### src/sv/swbr_pkg.sv
`timescale 1ns / 1ps
`default_nettype none
// ----------------------------------------------------------------------------
// Stereo width and balance ramp: shared definitions
// Default sizes, register indexes and the controller/datapath handshake types.
// ----------------------------------------------------------------------------
package swbr_pkg;

   localparam int SAMPLE_BITS_DEF = 24;
   localparam int MAX_FRAMES_DEF  = 4096;
   localparam int GAIN_BITS_DEF   = 16;

   // Ramp length after reset and the field width of that register.
   localparam int FRAMES_RESET    = 1024;
   localparam int FRAMES_REG_BITS = 13;
   // Bits of the written word that the ramp length register looks at.
   localparam int FRAMES_KEEP_BITS = 20;

   localparam int CFG_INDEX_BITS = 2;

   typedef enum logic [CFG_INDEX_BITS-1:0] {
      REG_TARGET_BALANCE = 2'd0,
      REG_TARGET_WIDTH   = 2'd1,
      REG_FRAMES         = 2'd2,
      REG_DISABLING      = 2'd3
   } reg_index_type;

   // Which ramp the shared divider works for.
   localparam logic LANE_BALANCE = 1'b0;
   localparam logic LANE_WIDTH   = 1'b1;

   typedef struct packed {
      logic accept;     // capture the incoming frame
      logic div_start;  // load the divider with the selected lane
      logic div_lane;   // lane that the divider serves
      logic init;       // buffer start: load accumulators and targets
      logic mul1;       // width gain product
      logic rebuild;    // round and rebuild left and right
      logic mul2;       // balance gain product
      logic finish;     // saturate, load the output register, advance the ramp
   } cmd_type;

   typedef struct packed {
      logic first_frame;  // frame index is zero
      logic div_done;     // divider quotient is ready
   } status_type;

endpackage
`default_nettype wire

### src/sv/swbr_div.sv
`timescale 1ns / 1ps
`default_nettype none
// ----------------------------------------------------------------------------
// Stereo width and balance ramp: iterative divider
// Unsigned restoring division, one quotient bit per clock.
// ----------------------------------------------------------------------------
module swbr_div import swbr_pkg::*; #(
   parameter int NUM_BITS = 31,
   parameter int DEN_BITS = 13
) (
   input  wire logic                clock,
   input  wire logic                reset,
   input  wire logic                start,
   input  wire logic [NUM_BITS-1:0] num,
   input  wire logic [DEN_BITS-1:0] den,
   output logic      [NUM_BITS-1:0] quot,
   output logic                     done
);

   localparam int CNT_BITS = $clog2(NUM_BITS + 1);

   logic [CNT_BITS-1:0] cnt_ff;
   logic                done_ff;
   logic [NUM_BITS-1:0] work_ff, work_in;
   logic [DEN_BITS-1:0] rem_ff, rem_in;
   logic [DEN_BITS:0]   rem_sh;
   logic                take;

   // The remainder stays below the divisor, so the shifted value fits one extra bit.
   assign rem_sh  = {rem_ff, work_ff[NUM_BITS-1]};
   assign take    = rem_sh >= {1'b0, den};
   assign rem_in  = take ? DEN_BITS'(rem_sh - {1'b0, den}) : rem_sh[DEN_BITS-1:0];
   assign work_in = {work_ff[NUM_BITS-2:0], take};

   always_ff @(posedge clock) begin
      if (reset) begin
         cnt_ff  <= '0;
         done_ff <= 1'b0;
      end else begin
         done_ff <= (cnt_ff == CNT_BITS'(1)) && !start;
         if (start) begin
            cnt_ff <= CNT_BITS'(NUM_BITS);
         end else if (cnt_ff != '0) begin
            cnt_ff <= cnt_ff - CNT_BITS'(1);
         end
      end
   end

   always_ff @(posedge clock) begin
      if (start) begin
         work_ff <= num;
         rem_ff  <= '0;
      end else if (cnt_ff != '0) begin
         work_ff <= work_in;
         rem_ff  <= rem_in;
      end
   end

   assign quot = work_ff;
   assign done = done_ff;

endmodule
`default_nettype wire

### src/sv/swbr_dp.sv
`timescale 1ns / 1ps
`default_nettype none
// ----------------------------------------------------------------------------
// Stereo width and balance ramp: datapath
// Configuration registers, ramp state, gain arithmetic and the output register.
// ----------------------------------------------------------------------------
module swbr_dp import swbr_pkg::*; #(
   parameter int SAMPLE_BITS = SAMPLE_BITS_DEF,
   parameter int MAX_FRAMES  = MAX_FRAMES_DEF,
   parameter int GAIN_BITS   = GAIN_BITS_DEF,
   localparam int DATA_BITS  = ((2 * SAMPLE_BITS + 7) / 8) * 8,
   localparam int CSR_BITS   = (GAIN_BITS > FRAMES_REG_BITS) ? GAIN_BITS : FRAMES_REG_BITS
) (
   input  wire logic                      clock,
   input  wire logic                      reset,
   input  wire cmd_type                   cmd,
   output status_type                     status,
   input  wire logic [DATA_BITS-1:0]      req_tdata,
   input  wire logic                      csr_wr_en,
   input  wire logic [CFG_INDEX_BITS-1:0] csr_index,
   input  wire logic [CSR_BITS-1:0]       csr_wdata,
   output logic      [DATA_BITS-1:0]      rsp_tdata,
   output logic                           rsp_tlast
);

   localparam int S         = SAMPLE_BITS;
   localparam int GB        = GAIN_BITS;
   localparam int G         = GAIN_BITS - 1;
   localparam int ACC_BITS  = 2 * G + 1;
   localparam int STEP_BITS = 2 * G + 2;
   localparam int NUM_BITS  = GB + G;
   localparam int NB        = $clog2(MAX_FRAMES + 1);
   localparam int FB        = $clog2(MAX_FRAMES);
   localparam int KEEP_BITS = (CSR_BITS < FRAMES_KEEP_BITS) ? CSR_BITS : FRAMES_KEEP_BITS;
   localparam int CMP_BITS  = (KEEP_BITS > NB) ? KEEP_BITS : NB;
   localparam int FR_RESET  = (FRAMES_RESET > MAX_FRAMES) ? MAX_FRAMES : FRAMES_RESET;
   localparam int P1_BITS   = S + G + 3;
   localparam int P2_BITS   = S + G + 4;

   localparam logic signed [GB:0]        GONE     = {2'b01, {G{1'b0}}};
   localparam logic signed [STEP_BITS:0] SUM_MAX  =
      (STEP_BITS+1)'((64'sd1 <<< (2 * G)) - 64'sd1);
   localparam logic signed [STEP_BITS:0] SUM_MIN  = (STEP_BITS+1)'(-(64'sd1 <<< (2 * G)));
   localparam logic signed [P1_BITS-1:0] P1_HALF  = P1_BITS'(64'd1 << (G - 1));
   localparam logic signed [P2_BITS-1:0] P2_HALF  = P2_BITS'(64'd1 << G);
   localparam logic signed [S+2:0]       OUT_MAX  = (S+3)'((64'sd1 <<< (S - 1)) - 64'sd1);
   localparam logic signed [S+2:0]       OUT_MIN  = (S+3)'(-(64'sd1 <<< (S - 1)));

   // Gain coefficient: 1-g for a cutting positive gain, 1+g otherwise.
   function automatic logic [G:0] coef(input logic signed [GB-1:0] g, input logic pos);
      logic signed [GB:0] gx;
      logic signed [GB:0] r;
      gx = {g[GB-1], g};
      r  = pos ? (GONE - gx) : (GONE + gx);
      return r[G:0];
   endfunction

   function automatic logic signed [ACC_BITS-1:0] sat_acc(input logic signed [STEP_BITS:0] v);
      if (v > SUM_MAX) begin
         return SUM_MAX[ACC_BITS-1:0];
      end else if (v < SUM_MIN) begin
         return SUM_MIN[ACC_BITS-1:0];
      end
      return v[ACC_BITS-1:0];
   endfunction

   function automatic logic [S-1:0] sat_out(input logic signed [S+2:0] v);
      if (v > OUT_MAX) begin
         return OUT_MAX[S-1:0];
      end else if (v < OUT_MIN) begin
         return OUT_MIN[S-1:0];
      end
      return v[S-1:0];
   endfunction

   // Configuration registers.
   logic signed [GB-1:0] target_b_ff, target_w_ff;
   logic [NB-1:0]        frames_ff, frames_in;
   logic                 disabling_ff;
   logic [CMP_BITS-1:0]  fr_val;

   // Ramp state.
   logic signed [GB-1:0]        prev_b_ff, prev_w_ff;
   logic signed [ACC_BITS-1:0]  acc_b_ff, acc_w_ff;
   logic signed [STEP_BITS-1:0] step_b_ff, step_w_ff;
   logic [FB-1:0]               index_ff;

   // Frame pipeline registers.
   logic signed [S:0]         m2_ff, s2_ff;
   logic signed [P1_BITS-1:0] p1_ff, p1_in;
   logic                      gw_pos_ff, gb_pos_ff;
   logic [G:0]                cb_ff;
   logic signed [S+1:0]       l2_ff, r2_ff, l2_in, r2_in;
   logic signed [P2_BITS-1:0] p2_ff, p2_in;
   logic [S-1:0]              left_ff, right_ff, left_in, right_in;
   logic                      last_ff;

   assign fr_val    = CMP_BITS'(csr_wdata[KEEP_BITS-1:0]);
   assign frames_in = (fr_val == '0) ? NB'(1) :
                      (fr_val > CMP_BITS'(MAX_FRAMES)) ? NB'(MAX_FRAMES) : fr_val[NB-1:0];

   always_ff @(posedge clock) begin
      if (reset) begin
         target_b_ff  <= '0;
         target_w_ff  <= '0;
         frames_ff    <= NB'(FR_RESET);
         disabling_ff <= 1'b0;
      end else if (csr_wr_en) begin
         case (csr_index)
            REG_TARGET_BALANCE: target_b_ff  <= csr_wdata[GB-1:0];
            REG_TARGET_WIDTH:   target_w_ff  <= csr_wdata[GB-1:0];
            REG_FRAMES:         frames_ff    <= frames_in;
            REG_DISABLING:      disabling_ff <= csr_wdata[0];
            default:            ;
         endcase
      end
   end

   // Buffer-start targets and the step divisions.
   logic signed [GB-1:0]        tb, tw;
   logic signed [GB:0]          diff_b, diff_w, diff_sel, mag;
   logic                        neg_sel;
   logic [NUM_BITS-1:0]         div_num, div_quot;
   logic                        div_done;
   logic signed [STEP_BITS-1:0] step_val;

   assign tb       = disabling_ff ? '0 : target_b_ff;
   assign tw       = disabling_ff ? '0 : target_w_ff;
   assign diff_b   = {tb[GB-1], tb} - {prev_b_ff[GB-1], prev_b_ff};
   assign diff_w   = {tw[GB-1], tw} - {prev_w_ff[GB-1], prev_w_ff};
   assign diff_sel = (cmd.div_lane == LANE_WIDTH) ? diff_w : diff_b;
   assign neg_sel  = diff_sel[GB];
   assign mag      = neg_sel ? -diff_sel : diff_sel;
   assign div_num  = {mag[GB-1:0], {G{1'b0}}};
   // Truncation toward zero: divide the magnitude, then restore the sign.
   assign step_val = neg_sel ? -$signed({1'b0, div_quot}) : $signed({1'b0, div_quot});

   swbr_div #(
      .NUM_BITS(NUM_BITS),
      .DEN_BITS(NB)
   ) u_div (
      .clock(clock),
      .reset(reset),
      .start(cmd.div_start),
      .num  (div_num),
      .den  (frames_ff),
      .quot (div_quot),
      .done (div_done)
   );

   // Gains for the current frame; the last frame of a buffer lands exactly on target.
   logic [NB:0]                 index_cmp;
   logic                        last;
   logic signed [GB-1:0]        gb, gw;
   logic                        gb_pos, gw_pos;
   logic [G:0]                  cw;
   logic signed [S:0]           sel1;
   logic signed [ACC_BITS-1:0]  base_b, base_w;
   logic signed [STEP_BITS:0]   sum_b, sum_w;

   assign index_cmp = (NB+1)'(index_ff) + (NB+1)'(1);
   assign last      = index_cmp >= {1'b0, frames_ff};
   assign gb        = last ? prev_b_ff : acc_b_ff[ACC_BITS-1:G];
   assign gw        = last ? prev_w_ff : acc_w_ff[ACC_BITS-1:G];
   assign gb_pos    = !gb[GB-1] && (gb != '0);
   assign gw_pos    = !gw[GB-1] && (gw != '0);
   assign cw        = coef(gw, gw_pos);
   assign sel1      = gw_pos ? m2_ff : s2_ff;
   assign p1_in     = sel1 * $signed({1'b0, cw});

   assign base_b = cmd.init ? $signed({prev_b_ff, {G{1'b0}}}) : acc_b_ff;
   assign base_w = cmd.init ? $signed({prev_w_ff, {G{1'b0}}}) : acc_w_ff;
   assign sum_b  = {{2{base_b[ACC_BITS-1]}}, base_b} + {step_b_ff[STEP_BITS-1], step_b_ff};
   assign sum_w  = {{2{base_w[ACC_BITS-1]}}, base_w} + {step_w_ff[STEP_BITS-1], step_w_ff};

   // Rebuild left and right from the scaled mid or side.
   logic signed [P1_BITS-1:0] r1_full;
   logic signed [S:0]         r1, m2x, s2x;

   assign r1_full = (p1_ff + P1_HALF) >>> G;
   assign r1      = r1_full[S:0];
   assign m2x     = gw_pos_ff ? r1 : m2_ff;
   assign s2x     = gw_pos_ff ? s2_ff : r1;
   assign l2_in   = {m2x[S], m2x} - {s2x[S], s2x};
   assign r2_in   = {m2x[S], m2x} + {s2x[S], s2x};

   logic signed [S+1:0] sel2;
   assign sel2  = gb_pos_ff ? l2_ff : r2_ff;
   assign p2_in = sel2 * $signed({1'b0, cb_ff});

   // Final rounding: the balance-scaled side drops G+1 bits, the other side one bit.
   logic signed [P2_BITS-1:0] sc_full;
   logic signed [S+2:0]       scaled, half_l, half_r, l2_ext, r2_ext;

   assign sc_full  = (p2_ff + P2_HALF) >>> (G + 1);
   assign scaled   = sc_full[S+2:0];
   assign l2_ext   = {l2_ff[S+1], l2_ff};
   assign r2_ext   = {r2_ff[S+1], r2_ff};
   assign half_l   = (l2_ext + $signed((S+3)'(1))) >>> 1;
   assign half_r   = (r2_ext + $signed((S+3)'(1))) >>> 1;
   assign left_in  = sat_out(gb_pos_ff ? scaled : half_l);
   assign right_in = sat_out(gb_pos_ff ? half_r : scaled);

   always_ff @(posedge clock) begin
      if (reset) begin
         prev_b_ff <= '0;
         prev_w_ff <= '0;
         acc_b_ff  <= '0;
         acc_w_ff  <= '0;
         step_b_ff <= '0;
         step_w_ff <= '0;
         index_ff  <= '0;
      end else begin
         if (div_done) begin
            if (cmd.div_lane == LANE_WIDTH) begin
               step_w_ff <= step_val;
            end else begin
               step_b_ff <= step_val;
            end
         end
         if (cmd.init) begin
            acc_b_ff  <= sat_acc(sum_b);
            acc_w_ff  <= sat_acc(sum_w);
            prev_b_ff <= tb;
            prev_w_ff <= tw;
         end
         if (cmd.finish) begin
            if (last) begin
               index_ff <= '0;
            end else begin
               index_ff <= index_ff + FB'(1);
               acc_b_ff <= sat_acc(sum_b);
               acc_w_ff <= sat_acc(sum_w);
            end
         end
      end
   end

   always_ff @(posedge clock) begin
      if (cmd.accept) begin
         m2_ff <= {req_tdata[S-1], req_tdata[S-1:0]} + {req_tdata[2*S-1], req_tdata[2*S-1:S]};
         s2_ff <= {req_tdata[2*S-1], req_tdata[2*S-1:S]} - {req_tdata[S-1], req_tdata[S-1:0]};
      end
      if (cmd.mul1) begin
         p1_ff     <= p1_in;
         gw_pos_ff <= gw_pos;
         gb_pos_ff <= gb_pos;
         cb_ff     <= coef(gb, gb_pos);
      end
      if (cmd.rebuild) begin
         l2_ff <= l2_in;
         r2_ff <= r2_in;
      end
      if (cmd.mul2) begin
         p2_ff <= p2_in;
      end
      if (cmd.finish) begin
         left_ff  <= left_in;
         right_ff <= right_in;
         last_ff  <= last;
      end
   end

   always_comb begin
      rsp_tdata          = '0;
      rsp_tdata[S-1:0]   = left_ff;
      rsp_tdata[2*S-1:S] = right_ff;
   end

   assign rsp_tlast          = last_ff;
   assign status.first_frame = (index_ff == '0);
   assign status.div_done    = div_done;

endmodule
`default_nettype wire

### src/sv/swbr_ctrl.sv
`timescale 1ns / 1ps
`default_nettype none
// ----------------------------------------------------------------------------
// Stereo width and balance ramp: controller
// Sequences one frame through the datapath and owns both handshakes.
// ----------------------------------------------------------------------------
module swbr_ctrl import swbr_pkg::*; (
   input  wire logic       clock,
   input  wire logic       reset,
   input  wire logic       req_tvalid,
   output logic            req_tready,
   output logic            rsp_tvalid,
   input  wire logic       rsp_tready,
   input  wire status_type status,
   output cmd_type         cmd
);

   typedef enum logic [3:0] {
      ST_IDLE,
      ST_DIVB_GO,
      ST_DIVB_WAIT,
      ST_DIVW_GO,
      ST_DIVW_WAIT,
      ST_INIT,
      ST_MUL1,
      ST_REBUILD,
      ST_MUL2,
      ST_FINISH
   } state_type;

   state_type state_ff, state_in;
   logic      rsp_valid_ff, rsp_valid_in;
   logic      slot_free;

   assign slot_free = !rsp_valid_ff || rsp_tready;

   always_comb begin
      state_in     = state_ff;
      rsp_valid_in = rsp_valid_ff && !rsp_tready;
      case (state_ff)
         ST_IDLE: begin
            if (req_tvalid) begin
               state_in = status.first_frame ? ST_DIVB_GO : ST_MUL1;
            end
         end
         ST_DIVB_GO:   state_in = ST_DIVB_WAIT;
         ST_DIVB_WAIT: begin
            if (status.div_done) begin
               state_in = ST_DIVW_GO;
            end
         end
         ST_DIVW_GO:   state_in = ST_DIVW_WAIT;
         ST_DIVW_WAIT: begin
            if (status.div_done) begin
               state_in = ST_INIT;
            end
         end
         ST_INIT:      state_in = ST_MUL1;
         ST_MUL1:      state_in = ST_REBUILD;
         ST_REBUILD:   state_in = ST_MUL2;
         ST_MUL2:      state_in = ST_FINISH;
         ST_FINISH: begin
            if (slot_free) begin
               state_in     = ST_IDLE;
               rsp_valid_in = 1'b1;
            end
         end
         default:      state_in = ST_IDLE;
      endcase
   end

   always_ff @(posedge clock) begin
      if (reset) begin
         state_ff     <= ST_IDLE;
         rsp_valid_ff <= 1'b0;
      end else begin
         state_ff     <= state_in;
         rsp_valid_ff <= rsp_valid_in;
      end
   end

   always_comb begin
      cmd           = '0;
      cmd.accept    = (state_ff == ST_IDLE) && req_tvalid;
      cmd.div_start = (state_ff == ST_DIVB_GO) || (state_ff == ST_DIVW_GO);
      cmd.div_lane  = ((state_ff == ST_DIVW_GO) || (state_ff == ST_DIVW_WAIT)) ?
                      LANE_WIDTH : LANE_BALANCE;
      cmd.init      = (state_ff == ST_INIT);
      cmd.mul1      = (state_ff == ST_MUL1);
      cmd.rebuild   = (state_ff == ST_REBUILD);
      cmd.mul2      = (state_ff == ST_MUL2);
      cmd.finish    = (state_ff == ST_FINISH) && slot_free;
   end

   assign req_tready = (state_ff == ST_IDLE);
   assign rsp_tvalid = rsp_valid_ff;

endmodule
`default_nettype wire

### src/sv/stereo_width_balance_ramp.sv
`timescale 1ns / 1ps
`default_nettype none
// ----------------------------------------------------------------------------
// Stereo width and balance ramp
// Mid/side width control and left/right balance with per-frame gain ramps.
// ----------------------------------------------------------------------------
// Usage: one stereo frame enters per req_ transaction and one processed frame
// leaves per rsp_ transaction; rsp_tlast marks the last frame of a ramp buffer.
// Registers are to be written on csr_ only while no frame is in flight; the
// block itself does not enforce this. New targets take effect at the next
// buffer start; a new ramp length does too, and also moves the end of the
// current buffer. After acceptance a frame passes the MUL1, REBUILD, MUL2 and
// FINISH states, and the next frame is taken once idle again. The first frame
// of each buffer first runs the per-frame step division for both ramps through
// one shared bit-serial divider, which forms a 2*GAIN_BITS-1 bit quotient each.
// The block holds one frame at a time. The output register lets a new frame be
// accepted while the previous result still waits; if the receiver stalls, the
// next result is held in the datapath and the block takes no further frame.
// Reset clears the ramp state and the output valid flag and restores the
// register defaults (no width or balance change, 1024-frame ramps).
// ----------------------------------------------------------------------------
module stereo_width_balance_ramp import swbr_pkg::*; #(
   parameter int SAMPLE_BITS = SAMPLE_BITS_DEF,
   parameter int MAX_FRAMES  = MAX_FRAMES_DEF,
   parameter int GAIN_BITS   = GAIN_BITS_DEF,
   localparam int DATA_BITS  = ((2 * SAMPLE_BITS + 7) / 8) * 8,
   localparam int CSR_BITS   = (GAIN_BITS > FRAMES_REG_BITS) ? GAIN_BITS : FRAMES_REG_BITS
) (
   input  wire logic                      clock,
   input  wire logic                      reset,
   input  wire logic                      req_tvalid,
   output logic                           req_tready,
   input  wire logic [DATA_BITS-1:0]      req_tdata,  // left_in, right_in
   output logic                           rsp_tvalid,
   input  wire logic                      rsp_tready,
   output logic      [DATA_BITS-1:0]      rsp_tdata,  // left_out, right_out
   output logic                           rsp_tlast,  // buffer_end
   input  wire logic                      csr_wr_en,
   input  wire logic [CFG_INDEX_BITS-1:0] csr_index,
   input  wire logic [CSR_BITS-1:0]       csr_wdata
);

   cmd_type    cmd;
   status_type status;

   // The controller steps each frame through the datapath and drives req_tready and rsp_tvalid.
   swbr_ctrl u_ctrl (
      .clock     (clock),
      .reset     (reset),
      .req_tvalid(req_tvalid),
      .req_tready(req_tready),
      .rsp_tvalid(rsp_tvalid),
      .rsp_tready(rsp_tready),
      .status    (status),
      .cmd       (cmd)
   );

   // The datapath holds the registers, the ramps, the divider and the output register.
   swbr_dp #(
      .SAMPLE_BITS(SAMPLE_BITS),
      .MAX_FRAMES (MAX_FRAMES),
      .GAIN_BITS  (GAIN_BITS)
   ) u_dp (
      .clock    (clock),
      .reset    (reset),
      .cmd      (cmd),
      .status   (status),
      .req_tdata(req_tdata),
      .csr_wr_en(csr_wr_en),
      .csr_index(csr_index),
      .csr_wdata(csr_wdata),
      .rsp_tdata(rsp_tdata),
      .rsp_tlast(rsp_tlast)
   );

endmodule
`default_nettype wire

### config.mk
export PLATFORM = sky130hd
export DESIGN_NAME = stereo_width_balance_ramp
export DESIGN_NICKNAME = d
export VERILOG_FILES = /design/src/sv/swbr_pkg.sv /design/src/sv/swbr_div.sv /design/src/sv/swbr_dp.sv /design/src/sv/swbr_ctrl.sv /design/src/sv/stereo_width_balance_ramp.sv
export SDC_FILE = /design/constraint.sdc
export NUM_CORES = 2
export LEC_CHECK = 0
export BUFFER_PORTS_ARGS = -buffer_cell sky130_fd_sc_hd__buf_2
export CORE_MARGIN = 5
export CORE_UTILIZATION = 60
export CTS_CLUSTER_DIAMETER = 50
export DETAILED_ROUTE_END_ITERATION = 12
export PLACE_DENSITY = 0.89
export SLEW_MARGIN = 30
export SYNTH_ARGS = -nofsm -noshare
export SYNTH_HDL_FRONTEND = slang
export SYNTH_HIERARCHICAL = 1
export SYNTH_SLANG_ARGS = --single-unit
### constraint.sdc
create_clock -name clock -period 10.45 [get_ports clock]
set_input_delay 3.135 -clock clock [delete_from_list [all_inputs] [get_ports clock]]
set_output_delay 3.135 -clock clock [all_outputs]
set_load 0.1 [all_outputs]
==> out/results.txt <==
outcome = finished, final reports clean
final net count = 8,342
slowest stage delay, CP = 0.60 ns
Period minus WS final = 10.26 ns
TritonCTS Buffers = 67
share of cells above drive strength 1 = 0.102
combinational power share = 0.722
routability cong. = 1.02
largest net degree at the start of global routing = 82
CP Launch Point = u_dp/index_ff[0]
max_cap viols = 0
Critical Path RT = 10.84 ns
crit path buf inv count = 7
first-pass GRT wire length = 272,000 um
Final Util = 0.663
top cell type's share of synthesized area = 0.256
die area = 109,000 um^2
Achievable Freq = 97.5 MHz
clk sink count = 492
crit path max-delay cell type = fa_1
synth cell count leaders = 1,098 x inv_1, 815 x nand2_1, 789 x fa_1
Worst VDD drop = 0.000296 V
prevailing post-synth register cell = edfxtp_1
Worst Hold Class = register to register
Rows = 117
LEAKAGE = 0.0301 uW
grt ovf = 0
I/O Buffers = 121
antenna violations before repair = 6
Switch Pwr = 9880 uW
Pre-Repair DR Iteration Count = 7
WHS = 0.448 ns
Root Driver = clkbuf_16
most frequent CP cell = fa_1
PwrDens = 299 nW/um^2
clock latency at the later pin of the worst-skew pair = 0.65 ns
Iteration-0 DRC Markers = 4,952
Syn Inst Count = 6,971
hpwl dp = 135,000 um
drt drc = 0
# IOs = 122
Die W = 330 um
clock share of power = 0.119
post-synthesis average cell area = 8.84 um^2
clock tree buffer depth = 3
Net Sw Frac = 0.490
synthesis-to-finish area growth = 9.60%
Post-Route WL = 174,000 um
startpoint types = register
Fill cells = 7,740
hold-fix buffers at CTS = 0
Synth area leader = fa_1
critical path start-end classification = register to register
vias in the first global route = 51,100
drt wl/cell = 20.5 um
count of final max-slew check failures = 0
H-tree depth = 3
Worst R2R Start = u_dp/index_ff[0]
Storage cell area = 12,400 um^2
Slew @ Worst Pin = 1.06 ns
Synth Cell Area = 61,600 um^2
CP top delay family = adder cells
crit-path max FO = 6
area of the core = 102,000 um^2
most numerous cell in the Yosys netlist = inv_1
CP arrival = 10.64 ns
effective utilization at floorplan = 0.605
FFs w/ async S/R, synth = 0
final setup vio count = 0
Post-DRT Antenna Nets = 0
period utilization = 0.981
Reg clk slew, reported paths = 0.06 ns
sequential area share after synthesis = 0.201
Yosys reg bits = 492
via/cell ratio = 5.95
headroom to the max-slew limit = 0.294
Synth cell types = 98
CP Capture Type = register
gr usage total = 0.314
power share of the sequential group = 0.159
Clock Skews = 0.0489 ns
Chip Height = 330 um
Multi-input gate area = 44,800 um^2
yosys warns = 6
final hold vios = 0
main area contributors after synthesis = fa_1 26%, edfxtp_1 12%, ha_1 8.8%
detailed-route via count = 50,400
Post-synth EDFFs = 252
Total Neg Setup Slack = 0 ns
min-delay src = u_dp/target_w_ff[13]
DP Area = 64,200 um^2
Int Power = 10,300 uW
fin area = 67,500 um^2
TritonCTS clock tree = built
[cell type report]
| cell class | instances | share of cell area |
|---|---|---|
| inverter | 1100 | 0.0613 |
| sequential | 492 | 0.183 |
| antenna | 4 | 0.000148 |
| tap | 1368 | 0.0253 |
| timing repair buffer | 290 | 0.0322 |
| timing repair inverter | 1 | 0.0000926 |
| clock buffer | 78 | 0.0262 |
| clock inverter | 46 | 0.00871 |
| multi-input combinational | 5098 | 0.663 |
[layer usage]
layer,GRT usage,wire length [um]
met4,0.110,6780
met1,0.418,67700
met2,0.495,77600
met3,0.0934,21900
met5,0,7
[power groups by stage]
stage | Sequential (uW) | Combinational (uW) | Clock [uW]
floorplan | 3040 | 10100 | 0
finish | 3210 | 14600 | 2390
CTS | 3180 | 13800 | 2420
global placement | 3200 | 12900 | 0
detailed placement | 3210 | 13600 | 0
global route | 3230 | 16200 | 2510
[through the flow]
stage	std cells	power [uW]	worst slack, ns
after floorplan	6985	13200	0.0635
after global placement	8300	16100	-0.00873
after detailed placement	8303	16800	-0.211
after CTS	8427	19400	0.0429
after global routing	8474	22000	-0.176
final	8477	20200	0.194
[worst reg2reg max path, delay by kind of cell, from the launching register on]
kind,cells,cell delay [ns]
compound gates,12,2.26
xor+xnor,3,0.51
fa+ha+maj,10,3.93
flops,1,0.37
simple gates,12,1.77
buf+inv,7,0.75
mux,2,0.44
[cells by family (layout without fill, tap and decap cells)]
logic type                 count (synthesis)  after routing  synth area share
and+or+nand+nor                         2219           2219             0.165
buffers and inverters                   1395           1515            0.0853
adders and majority gates               1221           1221             0.344
AOI/OAI and AO/OA                        984            984             0.103
DFF                                      492            492             0.201
xor gates and xnor gates                 414            414            0.0588
muxes                                    245            245            0.0432
other                                      1             19         0.0000608
[layout by cell type, fill, tap and decap left out, types with 47 or more instances in the layout]
| cell type | n |
|---|---|
| mux2i_1 | 66 |
| buf_2 | 120 |
| a211oi_1 | 147 |
| nand3_1 | 110 |
| inv_1 | 1095 |
| buf_4 | 141 |
| a21oi_1 | 302 |
| edfxtp_1 | 252 |
| nand2_1 | 809 |
| nand2b_1 | 48 |
| mux2_2 | 151 |
| nor2_1 | 634 |
| nor2b_1 | 108 |
| and2_1 | 208 |
| nor3_1 | 74 |
| xnor2_1 | 269 |
| dfxtp_1 | 237 |
| o21ai_0 | 166 |
| a21o_1 | 66 |
| clkbuf_16 | 72 |
| ha_1 | 424 |
| and3_1 | 47 |
| fa_1 | 788 |
| xor2_1 | 129 |
[state kept, by name, indices dropped and copies added, names as in the netlist, 4 cells and up]
register,flops
u_dp/step_b_ff,32
u_dp/step_w_ff,32
u_dp/acc_b_ff,31
u_dp/acc_w_ff,31
u_dp/u_div/quot,31
u_dp/p2_ff,28
u_dp/l2_ff,26
u_dp/p1_ff,26
u_dp/m2_ff,25
u_dp/r2_ff,25
u_dp/left_ff,24
u_dp/right_ff,24
u_dp/s2_ff,24
u_dp/cb_ff,16
u_dp/prev_b_ff,16
u_dp/prev_w_ff,16
u_dp/target_b_ff,16
u_dp/target_w_ff,16
u_dp/frames_ff,13
u_dp/u_div/rem_ff,13
u_dp/index_ff,12
u_dp/u_div/cnt_ff,5
u_ctrl/state_ff,4
[worst paths after layout]
| check | end | slack, ns | cells after the start |
|---|---|---|---|
| setup reg to reg | u_dp/p1_ff[39] | 0.19 | 46 |
| hold / removal | u_dp/target_w_ff[13] | 0.45 | 2 |
| setup / recovery | u_dp/p1_ff[39] | 0.19 | 46 |
| hold reg to reg | u_dp/target_w_ff[13] | 0.45 | 2 |
[timing repair]
item / in CTS / in global routing
gates cloned: 0 / 6
pin swaps: 2 / 36
buffers inserted: 0 / 40
setup endpoints to repair: 6 / 15
gates resized for setup: 23 / 90
No activity file was read; power rests on OpenSTA's default activity.
